[src/ecpr_pkg.sv]
// Shared constants and control types for the enhanced clock replacement core.
package ecpr_pkg;

  localparam int MAX_FRAMES = 8;
  localparam int PAGE_BITS  = 16;
  localparam int IDX_W      = 3;
  localparam int CFG_W      = 4;
  localparam int CNT_W      = 32;

  localparam logic [CFG_W-1:0] FRAMES_RESET = CFG_W'(3);

  typedef struct packed {
    logic load;
    logic match;
    logic sweep;
    logic commit;
  } cmd_t;

endpackage

[src/ecpr_ctrl.sv]
// Sequencer for the enhanced clock replacement core: load, match, sweep, commit.
module ecpr_ctrl import ecpr_pkg::*; (
  input  logic clk_i,
  input  logic rst_ni,
  input  logic start,
  output logic busy,
  output logic done_o,
  output cmd_t cmd_o
);

  typedef enum logic [1:0] {
    ST_IDLE,
    ST_MATCH,
    ST_SWEEP,
    ST_COMMIT
  } state_e;

  state_e state_q;
  logic   busy_q;
  logic   done_q;

  always_ff @(posedge clk_i or negedge rst_ni) begin
    if (!rst_ni) begin
      state_q <= ST_IDLE;
      busy_q  <= 1'b0;
      done_q  <= 1'b0;
    end else begin
      done_q <= (state_q == ST_COMMIT);
      unique case (state_q)
        ST_IDLE: begin
          if (start) begin
            state_q <= ST_MATCH;
            busy_q  <= 1'b1;
          end
        end
        ST_MATCH: state_q <= ST_SWEEP;
        ST_SWEEP: state_q <= ST_COMMIT;
        ST_COMMIT: begin
          state_q <= ST_IDLE;
          busy_q  <= 1'b0;
        end
        default: state_q <= ST_IDLE;
      endcase
    end
  end

  assign busy         = busy_q;
  assign done_o       = done_q;
  assign cmd_o.load   = (state_q == ST_IDLE) && start;
  assign cmd_o.match  = (state_q == ST_MATCH);
  assign cmd_o.sweep  = (state_q == ST_SWEEP);
  assign cmd_o.commit = (state_q == ST_COMMIT);

endmodule

[src/ecpr_datapath.sv]
// Frame table, hit match, clock-hand victim pick and result registers.
module ecpr_datapath import ecpr_pkg::*; (
  input  logic                 clk_i,
  input  logic                 rst_ni,
  input  cmd_t                 cmd_i,
  input  logic                 cfg_we_i,
  input  logic [CFG_W-1:0]     cfg_data_i,
  input  logic [PAGE_BITS-1:0] page_number_i,
  input  logic                 is_write_i,
  output logic                 hit_o,
  output logic [IDX_W-1:0]     frame_index_o,
  output logic                 evicted_valid_o,
  output logic [PAGE_BITS-1:0] evicted_page_o,
  output logic                 evicted_dirty_o,
  output logic [CNT_W-1:0]     replacement_count_o
);

  logic [CFG_W-1:0]      cfg_q;
  logic [PAGE_BITS-1:0]  page_q;
  logic                  wr_q;
  logic [CFG_W-1:0]      n_q;
  logic [CFG_W-1:0]      n_d;

  logic [PAGE_BITS-1:0]  frame_page_q [MAX_FRAMES];
  logic [MAX_FRAMES-1:0] valid_q;
  logic [MAX_FRAMES-1:0] ref_q;
  logic [MAX_FRAMES-1:0] mod_q;
  logic [IDX_W-1:0]      hand_q;
  logic [CFG_W-1:0]      fill_q;
  logic [CNT_W-1:0]      faults_q;

  logic                  hit_q;
  logic [IDX_W-1:0]      hit_idx_q;
  logic                  fill_sel_q;
  logic [IDX_W-1:0]      victim_q;
  logic [MAX_FRAMES-1:0] clr_q;

  logic                  hit_found;
  logic [IDX_W-1:0]      hit_idx;

  logic [IDX_W-1:0]      start_idx;
  logic [CFG_W-1:0]      pos;
  logic [IDX_W-1:0]      f;
  logic                  found_a, found_b, found_c;
  logic [IDX_W-1:0]      idx_a, idx_b, idx_c;
  logic [MAX_FRAMES-1:0] pre_b_mask;
  logic [MAX_FRAMES-1:0] managed_mask;
  logic                  fill_now;
  logic [IDX_W-1:0]      victim_d;
  logic [MAX_FRAMES-1:0] clr_d;

  logic [MAX_FRAMES-1:0] victim_oh;
  logic [CFG_W-1:0]      victim_next;
  logic [IDX_W-1:0]      hand_d;

  // Clamp the frame count into the supported range.
  always_comb begin
    n_d = cfg_q;
    if (cfg_q == '0) begin
      n_d = CFG_W'(1);
    end else if (cfg_q > CFG_W'(MAX_FRAMES)) begin
      n_d = CFG_W'(MAX_FRAMES);
    end
  end

  // Lowest managed frame holding the page wins.
  always_comb begin
    hit_found = 1'b0;
    hit_idx   = '0;
    for (int i = MAX_FRAMES - 1; i >= 0; i--) begin
      if ((CFG_W'(i) < n_q) && valid_q[i] && (frame_page_q[i] == page_q)) begin
        hit_found = 1'b1;
        hit_idx   = IDX_W'(i);
      end
    end
  end

  // Walk the managed frames once from the hand, collecting all pass outcomes.
  always_comb begin
    start_idx    = (CFG_W'(hand_q) < n_q) ? hand_q : '0;
    found_a      = 1'b0;
    found_b      = 1'b0;
    found_c      = 1'b0;
    idx_a        = '0;
    idx_b        = '0;
    idx_c        = '0;
    pre_b_mask   = '0;
    managed_mask = '0;
    pos          = '0;
    f            = '0;
    for (int k = 0; k < MAX_FRAMES; k++) begin
      pos = CFG_W'(start_idx) + CFG_W'(k);
      if (pos >= n_q) begin
        pos = pos - n_q;
      end
      f = pos[IDX_W-1:0];
      if (CFG_W'(k) < n_q) begin
        managed_mask[f] = 1'b1;
        if (!found_a && !ref_q[f] && !mod_q[f]) begin
          found_a = 1'b1;
          idx_a   = f;
        end
        if (!found_b) begin
          if (!ref_q[f] && mod_q[f]) begin
            found_b = 1'b1;
            idx_b   = f;
          end else begin
            pre_b_mask[f] = 1'b1;
          end
        end
        if (!found_c && !mod_q[f]) begin
          found_c = 1'b1;
          idx_c   = f;
        end
      end
    end

    fill_now = (fill_q < n_q);
    victim_d = start_idx;
    clr_d    = '0;
    priority if (fill_now) begin
      victim_d = fill_q[IDX_W-1:0];
    end else if (found_a) begin
      victim_d = idx_a;
    end else if (found_b) begin
      victim_d = idx_b;
      clr_d    = pre_b_mask;
    end else if (found_c) begin
      victim_d = idx_c;
      clr_d    = managed_mask;
    end else begin
      clr_d    = managed_mask;
    end
  end

  always_comb begin
    victim_oh   = MAX_FRAMES'(1) << victim_q;
    victim_next = CFG_W'(victim_q) + CFG_W'(1);
    hand_d      = (victim_next == n_q) ? '0 : victim_next[IDX_W-1:0];
  end

  always_ff @(posedge clk_i or negedge rst_ni) begin
    if (!rst_ni) begin
      cfg_q    <= FRAMES_RESET;
      valid_q  <= '0;
      ref_q    <= '0;
      mod_q    <= '0;
      hand_q   <= '0;
      fill_q   <= '0;
      faults_q <= '0;
    end else begin
      if (cfg_we_i) begin
        cfg_q <= cfg_data_i;
      end
      if (cmd_i.commit) begin
        if (hit_q) begin
          ref_q[hit_idx_q] <= 1'b1;
          if (wr_q) begin
            mod_q[hit_idx_q] <= 1'b1;
          end
        end else begin
          ref_q             <= (ref_q & ~clr_q) | victim_oh;
          mod_q[victim_q]   <= wr_q;
          valid_q[victim_q] <= 1'b1;
          if (fill_sel_q) begin
            fill_q <= fill_q + CFG_W'(1);
          end else begin
            faults_q <= faults_q + CNT_W'(1);
            hand_q   <= hand_d;
          end
        end
      end
    end
  end

  always_ff @(posedge clk_i) begin
    if (cmd_i.load) begin
      page_q <= page_number_i;
      wr_q   <= is_write_i;
      n_q    <= n_d;
    end
    if (cmd_i.match) begin
      hit_q     <= hit_found;
      hit_idx_q <= hit_idx;
    end
    if (cmd_i.sweep) begin
      fill_sel_q <= fill_now;
      victim_q   <= victim_d;
      clr_q      <= clr_d;
    end
    if (cmd_i.commit) begin
      if (hit_q) begin
        hit_o               <= 1'b1;
        frame_index_o       <= hit_idx_q;
        evicted_valid_o     <= 1'b0;
        evicted_page_o      <= '0;
        evicted_dirty_o     <= 1'b0;
        replacement_count_o <= faults_q;
      end else begin
        frame_page_q[victim_q] <= page_q;
        hit_o                  <= 1'b0;
        frame_index_o          <= victim_q;
        if (fill_sel_q) begin
          evicted_valid_o     <= 1'b0;
          evicted_page_o      <= '0;
          evicted_dirty_o     <= 1'b0;
          replacement_count_o <= faults_q;
        end else begin
          evicted_valid_o     <= 1'b1;
          evicted_page_o      <= frame_page_q[victim_q];
          evicted_dirty_o     <= mod_q[victim_q];
          replacement_count_o <= faults_q + CNT_W'(1);
        end
      end
    end
  end

endmodule

[src/enhanced_clock_page_replacement_core.sv]
// Top level of the enhanced second-chance clock page replacement core.
//
//   channel  | handshake             | payload
//   ---------+-----------------------+------------------------------------------
//   access   | start / busy          | page_number_i, is_write_i
//   result   | done_o (1-cycle)      | hit_o, frame_index_o, evicted_valid_o,
//            |                       | evicted_page_o, evicted_dirty_o,
//            |                       | replacement_count_o
//   config   | cfg_we_i              | cfg_data_i (frames in use)
//
// An access is taken when start is high and busy is low; its result strobes on
// done_o after the match, sweep and commit steps of the sequencer. The next
// access may start in the cycle of the strobe. The victim pick is a
// combinational rotated priority search over the frames in use, up to eight,
// registered in the sweep step. Reset clears all frame bits, the hand, the
// fill count and the fault count, and sets frames in use to three. The
// receiver cannot stall the result.
module enhanced_clock_page_replacement_core import ecpr_pkg::*; (
  input  logic                 clk_i,
  input  logic                 rst_ni,
  input  logic                 start,
  output logic                 busy,
  input  logic [PAGE_BITS-1:0] page_number_i,
  input  logic                 is_write_i,
  input  logic                 cfg_we_i,
  input  logic [CFG_W-1:0]     cfg_data_i,
  output logic                 done_o,
  output logic                 hit_o,
  output logic [IDX_W-1:0]     frame_index_o,
  output logic                 evicted_valid_o,
  output logic [PAGE_BITS-1:0] evicted_page_o,
  output logic                 evicted_dirty_o,
  output logic [CNT_W-1:0]     replacement_count_o
);

  cmd_t cmd;

  ecpr_ctrl u_ctrl (
    .clk_i  (clk_i),
    .rst_ni (rst_ni),
    .start  (start),
    .busy   (busy),
    .done_o (done_o),
    .cmd_o  (cmd)
  );

  ecpr_datapath u_datapath (
    .clk_i               (clk_i),
    .rst_ni              (rst_ni),
    .cmd_i               (cmd),
    .cfg_we_i            (cfg_we_i),
    .cfg_data_i          (cfg_data_i),
    .page_number_i       (page_number_i),
    .is_write_i          (is_write_i),
    .hit_o               (hit_o),
    .frame_index_o       (frame_index_o),
    .evicted_valid_o     (evicted_valid_o),
    .evicted_page_o      (evicted_page_o),
    .evicted_dirty_o     (evicted_dirty_o),
    .replacement_count_o (replacement_count_o)
  );

  assert property (@(posedge clk_i) disable iff (!rst_ni)
    start && !busy |=> busy)
    else $error("accepted transaction did not raise busy");

  assert property (@(posedge clk_i) disable iff (!rst_ni)
    done_o |-> !busy)
    else $error("result strobe while still busy");

  assert property (@(posedge clk_i) disable iff (!rst_ni)
    done_o |=> !done_o)
    else $error("result strobe longer than one cycle");

  assert property (@(posedge clk_i) disable iff (!rst_ni)
    done_o && hit_o |-> !evicted_valid_o)
    else $error("hit reported with an eviction");

endmodule
[config.mk]
export PLATFORM = sky130hd
export DESIGN_NAME = enhanced_clock_page_replacement_core
export DESIGN_NICKNAME = d
export VERILOG_FILES = /design/src/ecpr_pkg.sv /design/src/ecpr_ctrl.sv /design/src/ecpr_datapath.sv /design/src/enhanced_clock_page_replacement_core.sv
export SDC_FILE = /design/constraint.sdc
export NUM_CORES = 1
export LEC_CHECK = 0
export ABC_AREA = 1
export BUFFER_PORTS_ARGS = -buffer_cell sky130_fd_sc_hd__buf_2
export CAP_MARGIN = 0
export CORE_MARGIN = 3
export CORE_UTILIZATION = 25
export DETAILED_ROUTE_END_ITERATION = 6
export HOLD_SLACK_MARGIN = 0.03
export PLACE_DENSITY = 0.5
export REMOVE_ABC_BUFFERS = 1
export SYNTH_ARGS = -nofsm -noshare
export SYNTH_HDL_FRONTEND = slang
export SYNTH_SLANG_ARGS = --single-unit
[constraint.sdc]
create_clock -name clk_i -period 5.5 [get_ports clk_i]
set_clock_uncertainty 0.2 [all_clocks]
set_input_delay 0.275 -clock clk_i [delete_from_list [all_inputs] [get_ports clk_i]]
set_output_delay 0.275 -clock clk_i [all_outputs]
set_load 0.1 [all_outputs]
==> results of run 1 <==
-- state kept, by name, indices dropped and copies added, names as in the netlist, 2 cells and up --
| register | count |
|---|---|
| u_datapath.frame_page_q | 128 |
| u_datapath.faults_q | 32 |
| u_datapath.replacement_count_o | 32 |
| u_datapath.evicted_page_o | 16 |
| u_datapath.page_q | 16 |
| u_datapath.clr_q | 8 |
| u_datapath.mod_q | 8 |
| u_datapath.ref_q | 8 |
| u_datapath.valid_q | 8 |
| u_datapath.cfg_q | 4 |
| u_datapath.fill_q | 4 |
| u_datapath.n_q | 4 |
| u_datapath.frame_index_o | 3 |
| u_datapath.hand_q | 3 |
| u_datapath.hit_idx_q | 3 |
| u_datapath.victim_q | 3 |
| u_ctrl.state_q | 2 |
-- cell type report --
class                   instances  area share [%]
inverters                     267            4.47
multi-input cells            1577            39.0
flip-flops and latches        290            37.1
clock inverters                19           0.988
repair buffers                280            9.02
clock buffers                  44            4.22
well taps                     950            5.27
-- layout by cell type, fill, tap and decap left out, types with 25 or more instances in the layout --
| cell | instances |
|---|---|
| nand2_1 | 562 |
| inv_1 | 232 |
| edfxtp_1 | 219 |
| o21ai_0 | 168 |
| buf_4 | 165 |
| nor2_1 | 132 |
| nand3_1 | 110 |
| buf_2 | 79 |
| dfrtp_1 | 69 |
| xor2_1 | 60 |
| a21oi_1 | 57 |
| nor3_1 | 49 |
| o22ai_1 | 45 |
| ha_1 | 43 |
| nand4_1 | 42 |
| a221oi_1 | 36 |
| clkbuf_16 | 36 |
| dlygate4sd3_1 | 32 |
| nand2_2 | 25 |
-- kinds of logic (layout without fill, tap and decap cells) --
| logic type | Yosys count | after routing | synth area share, % |
|---|---|---|---|
| compound gates | 411 | 411 | 14.0 |
| mux | 1 | 1 | 0.0612 |
| flops | 290 | 290 | 45.4 |
| buf+inv | 327 | 610 | 7.37 |
| xor+xnor | 81 | 81 | 3.90 |
| fa+ha+maj | 48 | 48 | 3.43 |
| simple gates | 1036 | 1036 | 25.9 |
-- how the worst min path moves through the flow --
stage	startpoint	end	slack, ns	depth (start not counted)
2_1_floorplan	rst_ni	u_ctrl.busy$_DFFE_PN0P_	-0.22	0
3_3_place_gp	rst_ni	u_datapath.faults_q[29]$_DFFE_PN0P_	-0.02	1
3_5_place_dp	rst_ni	u_datapath.faults_q[30]$_DFFE_PN0P_	-0.02	1
4_1_cts	page_number_i[12]	u_datapath.page_q[12]$_DFFE_PP_	0.19	2
5_1_grt	page_number_i[9]	u_datapath.page_q[9]$_DFFE_PP_	0.21	2
6_report	page_number_i[15]	u_datapath.page_q[15]$_DFFE_PP_	0.22	2
-- synth_stat cells (5+ instances only) --
library cell / instances
a2111oi_0: 7
a211oi_1: 9
a21oi_1: 57
a221oi_1: 36
a22oi_1: 9
a31oi_1: 9
a41oi_1: 11
buf_2: 6
buf_4: 5
buf_6: 6
clkbuf_1: 37
clkinv_1: 8
dfrtp_1: 69
edfxtp_1: 219
ha_1: 44
inv_1: 233
inv_2: 23
nand2_1: 563
nand2_2: 25
nand2_4: 10
nand3_1: 110
nand3_2: 5
nand3_4: 5
nand3b_1: 5
nand4_1: 42
nor2_1: 136
nor2_2: 14
nor2_4: 10
nor3_1: 56
nor4_1: 22
o211ai_1: 14
o21ai_0: 168
o21ai_1: 9
o21ai_2: 8
o221ai_1: 5
o22ai_1: 45
or2_2: 21
xnor2_1: 20
xor2_1: 60
-- metrics by stage --
stage	worst slack [ns]	util (%)	cells	instance area, um^2
after floorplan	-0.129	-	2134	18100
after global placement	0.226	29.1	3330	21000
after detailed placement	0.165	29.1	3330	21000
after CTS	0.145	31.1	3425	22500
after global routing	0.0323	31.2	3427	22500
final	0.370	31.2	3427	22500
-- metal layers --
| layer | vias to the layer above | wire length [um] | global-route usage (%) |
|---|---|---|---|
| met5 | - | 11 | 0 |
| met4 | 2 | 4080 | 9.21 |
| met3 | 162 | 7000 | 5.22 |
| met2 | 784 | 34400 | 30.6 |
| met1 | 8414 | 35600 | 28.0 |
| li1 | 8054 | - | - |
-- repair_timing --
action	CTS	global route
hold buffers	32	0
endpoints found under the setup margin	0	11
setup buffers	0	2
gates resized for setup	0	9
hold endpoints to repair	77	0
==> summary.md, run 1 <==
| Metric | Value |
|---|---|
| Num CTS Buffers | 35 |
| Post-route setup TNS | 0 ns |
| Synth area leader | edfxtp_1 |
| Die Wd | 277 um |
| Port Buffers | 80 |
| Worst path most repeated cell | nand2_1 |
| Core area | 72200 um^2 |
| Clock Latency Late Sink | 0.56 ns |
| Synth warn | 0 |
| CP max-delay cell | dfrtp_1 |
| CTS Root Cell | clkbuf_16 |
| Die H | 277 um |
| Worst-Margin Slew | 1.40 ns |
| RSZ-0062 raised after global routing | false |
| Fmax achieved | 195 MHz |
| Drt total wl | 81100 um |
| Endpoints failing hold | 0 |
| CP Capture Point | u_datapath.clr_q[7]$_SDFFCE_PP0P_ |
| Syn-to-layout area delta | 22.5% |
| Via count | 17.4k |
| GP Congestion | 1.05 |
| Post-synthesis sequential area ratio | 45.4% |
| Largest net degree at the start of global routing | 84 |
| Average wire per standard cell | 23.7 um |
| # rows | 98 |
| Run status | finished, final reports clean |
| Inserted Diodes | 0 |
| Io pins | 81 |
| Share of cells above drive strength 1 | 18.2% |
| GRT overflow | 0 |
| CP delay by family, top | simple AND/OR/NAND/NOR gates |
| Asr flop ratio synth | 24.5% |
| First-pass GRT wire length | 117000 um |
| Critical Path Start | u_datapath.hand_q[1]$_DFFE_PN0P_ |
| Top-area cell type share of the netlist area | 35.7% |
| Total GRT Usage | 20.5% |
| Final period util | 93.3% |
| Post-detail-place hpwl | 61500 um |
| First-pass detailed-route iteration total | 6 |
| Final setup viols | 0 |
| Syn avg cell area | 8.39 um^2 |
| Number of synthesized register bits | 290 |
| Synth area leaders | edfxtp_1, nand2_1, dfrtp_1 |
| Max-slew violations | 0 |
| Worst r2r dst | u_datapath.clr_q[7]$_SDFFCE_PP0P_ |
| Worst path arrival time | 5.37 ns |
| Die ar. | 76900 um^2 |
| Residual DRC | 0 |
| Required time worst endpoint | 5.74 ns |
| Distinct cells, synth | 70 |
| Antenna violations before repair | 2 |
| Starting Density | 25.5% |
| Worst Hold Slack | 0.222 ns |
| Worst Hold Class | primary input to register |
| Max-slew headroom | 4.03% |
| Crit path max fanout | 10 |
| Vias in the first global route | 16.9k |
| Crit Reg-Reg Startpoint | u_datapath.hand_q[1]$_DFFE_PN0P_ |
| Max Root-Sink Buffers | 3 |
| Max-cap violation count | 0 |
| Clock sink count | 290 |
| CTS H-tree depth | 2 |
| Critical path type | register to register |
| Worst setup EP type | register |
| Antenna Violating Nets Remaining | 0 |
| Vias per inst | 5.08 |
| Post-synth EDFFs | 219 |
| Mapped Area | 18400 um^2 |
| Clock transition at the registers of the reported paths | 0.06 ns |
| Net count of the finished layout | 2524 |
| TritonCTS clock tree | yes |
| Synth Flop Type | edfxtp_1 |
| Tmin final | 5.13 ns |
| Area occupied by multi-input gates | 8780 um^2 |
| Slowest stage delay, CP | 0.47 ns |
| DR iter-0 viols | 2025 |
| WP depth | 29 |
| Syn Inst Count | 2194 |
| R2R Setup Slk | 0.37 ns |
| Critical Path Source Type | register |
| Filler Cell Count | 7610 |
| Critical path buffer and inverter count | 4 |
| R2R depth | 29 |
| Register area | 8360 um^2 |
Power of run 1 is left out: the tool's default activity adds up to more than one toggle a clock period on the data nets, which glitch-free logic cannot reach.
==> run 2: changes to the inputs <==
==> constraint.sdc (replaced) <==
create_clock -name clk_i -period 5.3 [get_ports clk_i]
set_clock_uncertainty 0.2 [all_clocks]
set_input_delay 0.265 -clock clk_i [delete_from_list [all_inputs] [get_ports clk_i]]
set_output_delay 0.265 -clock clk_i [all_outputs]
set_load 0.1 [all_outputs]
==> run 2 against run 1 <==
Net effect: cell area rose by 0.93%; clock-buffer cell count rose by 1; largest cell class unchanged; highest routed layer unchanged; utilization is 0.29 points higher; register-to-register slack worse by 0.099 ns.
==> summary.md, run 2 (synthesis gave the netlist of run 1 again) <==
| Metric | Value |
|---|---|
| Run status | finished, final reports clean |
| Max-slew violations | 0 (unchanged) |
| Commonest non-fill, non-tap cell in the layout | nand2_1 |
| CTS H-tree depth | 2 (unchanged) |
| Clock transition at the registers of the reported paths | 0.06 ns (about the same) |
| Post-route setup TNS | 0 ns (unchanged) |
| Finished Core Util | 31.5% (+0.29 points) |
| Residual DRC | 0 (unchanged) |
| Max Root-Sink Buffers | 3 (unchanged) |
| Antenna violations before repair | 3 (+1) |
| Die ar. | 76900 um^2 (unchanged) |
| Inserted Diodes | 0 (unchanged) |
| CTS Root Cell | clkbuf_16 |
| Critical path type | register to register |
| Antenna Violating Nets Remaining | 0 (unchanged) |
| Worst path most repeated cell | nand2_1 |
| Commonest non-fill, non-tap cells in the layout | nand2_1, inv_1, edfxtp_1, buf_4, o21ai_0 |
| Crit path max fanout | 6 (-4) |
| DR iter-0 viols | 1991 (-1.7%) |
| Required time worst endpoint | 5.40 ns (-0.34 ns) |
| Die Wd | 277 um (unchanged) |
| Worst Hold Class | primary input to register |
| Largest reg by FF count | u_datapath.frame_page_q |
| Max-slew headroom | 19.8% (+16 points) |
| GRT overflow | 0 (unchanged) |
| Vias per inst | 5.13 (+0.94%) |
| Regs by FF count | u_datapath.frame_page_q (128), u_datapath.faults_q (32), u_datapath.replacement_count_o (32) |
| GP Congestion | 1.02 (-3.4%) |
| Io pins | 81 (unchanged) |
| Port Buffers | 80 (unchanged) |
| Via count | 17.7k (+1.5%) |
| First-pass detailed-route iteration total | 5 (-1) |
| Vias in the first global route | 16.9k (-0.17%) |
| Worst-Margin Slew | 1.17 ns (-0.231 ns) |
| Clock sink count | 290 (unchanged) |
| Average wire per standard cell | 23.7 um (about the same) |
| Max reg flops | 128 (unchanged) |
| First-pass GRT wire length | 117000 um (about the same) |
| TritonCTS clock tree | yes |
| Share of cells above drive strength 1 | 19.5% (+1.3 points) |
| Post-detail-place hpwl | 62100 um (+0.92%) |
| Final period util | 94.9% (+1.6 points) |
| Clock Latency Late Sink | 0.55 ns (about the same) |
| CP max-delay cell | edfxtp_1 |
| # rows | 98 (unchanged) |
| Starting Density | 25.5% (unchanged) |
| Largest net degree at the start of global routing | 83 (-1.2%) |
| Die H | 277 um (unchanged) |
| Slowest stage delay, CP | 0.41 ns (-0.06 ns) |
| Filler Cell Count | 7532 (-1.0%) |
| Final setup viols | 0 (unchanged) |
| Setup WS post-layout | 0.271 ns (-0.0989 ns) |
| Place WS | 0.150 ns (-0.0153 ns) |
| Worst setup EP type | register |
| Endpoints failing hold | 0 (unchanged) |
| Total GRT Usage | 20.5% (-0.046 points) |
| Tmin final | 5.03 ns (-0.101 ns) |
| Critical Path Source Type | register |
| Num CTS Buffers | 34 (-2.9%) |
| Core area | 72200 um^2 (unchanged) |
| Drt total wl | 81500 um (+0.48%) |
| Worst path arrival time | 5.13 ns (-0.24 ns) |
| Net count of the finished layout | 2544 (+0.79%) |
| Fmax achieved | 199 MHz (+2.0%) |
| RSZ-0062 raised after global routing | true |
| Max-cap violation count | 0 (unchanged) |
| Syn-to-layout area delta | 23.6% |
## run 2: final cells by class
type	count	area, um^2	area share (%)
repair buffers	301	2180	9.60
clock inverters	16	235	1.03
clock buffers	45	933	4.10
multi-input cells	1577	8850	38.9
flip-flops and latches	290	8360	36.7
inverters	267	1010	4.43
well taps	950	1190	5.22
## run 2: critical path: cells and delay by family, from the launching register on
family / cells / cell delay [ns]
fa+ha+maj: 3 / 0.95
compound gates: 2 / 0.15
flops: 1 / 0.41
buf+inv: 9 / 0.91
simple gates: 19 / 2.10
## run 2: metal layers
metal | wire [um] | track usage [%] | vias up
li1 | - | - | 8124
met5 | 27 | 0 | -
met2 | 35600 | 31.4 | 812
met3 | 6140 | 3.67 | 138
met4 | 2940 | 6.63 | 4
met1 | 36800 | 29.1 | 8600
## run 2: repair_timing
action | in CTS | in global routing
endpoints found under the hold margin | 56 | 0
setup buffers | 0 | 1
gates resized for setup | 0 | 31
hold buffers | 32 | 0
setup endpoints to repair | 0 | 11
## run 2: final timing paths
| path | start | end | slack, ns | depth (start not counted) |
|---|---|---|---|---|
| setup / recovery | u_datapath.n_q[2]$_SDFFCE_PP0P_ | u_datapath.victim_q[2]$_DFFE_PP_ | 0.27 | 33 |
| hold / removal | page_number_i[1] | u_datapath.page_q[1]$_DFFE_PP_ | 0.22 | 2 |
| setup reg to reg | u_datapath.n_q[2]$_SDFFCE_PP0P_ | u_datapath.victim_q[2]$_DFFE_PP_ | 0.27 | 33 |
| hold reg to reg | u_datapath.valid_q[7]$_DFFE_PN0P_ | u_datapath.valid_q[7]$_DFFE_PN0P_ | 0.27 | 2 |
| max in group asynchronous | rst_ni | u_ctrl.done_o$_DFF_PN0_ | 3.45 | 3 |
| min in group asynchronous | rst_ni | u_datapath.faults_q[14]$_DFFE_PN0P_ | 0.29 | 3 |
## run 2: per-stage QoR
step / hold WS [ns] / instance area, um^2 / cells
floorplan: -0.231 / 18100 / 2134
global placement: -0.0199 / 21100 / 3352
detailed placement: -0.0217 / 21100 / 3352
CTS: 0.192 / 22600 / 3445
global route: 0.220 / 22800 / 3446
finish: 0.219 / 22800 / 3446
Power of run 2 is left out for the same reason.
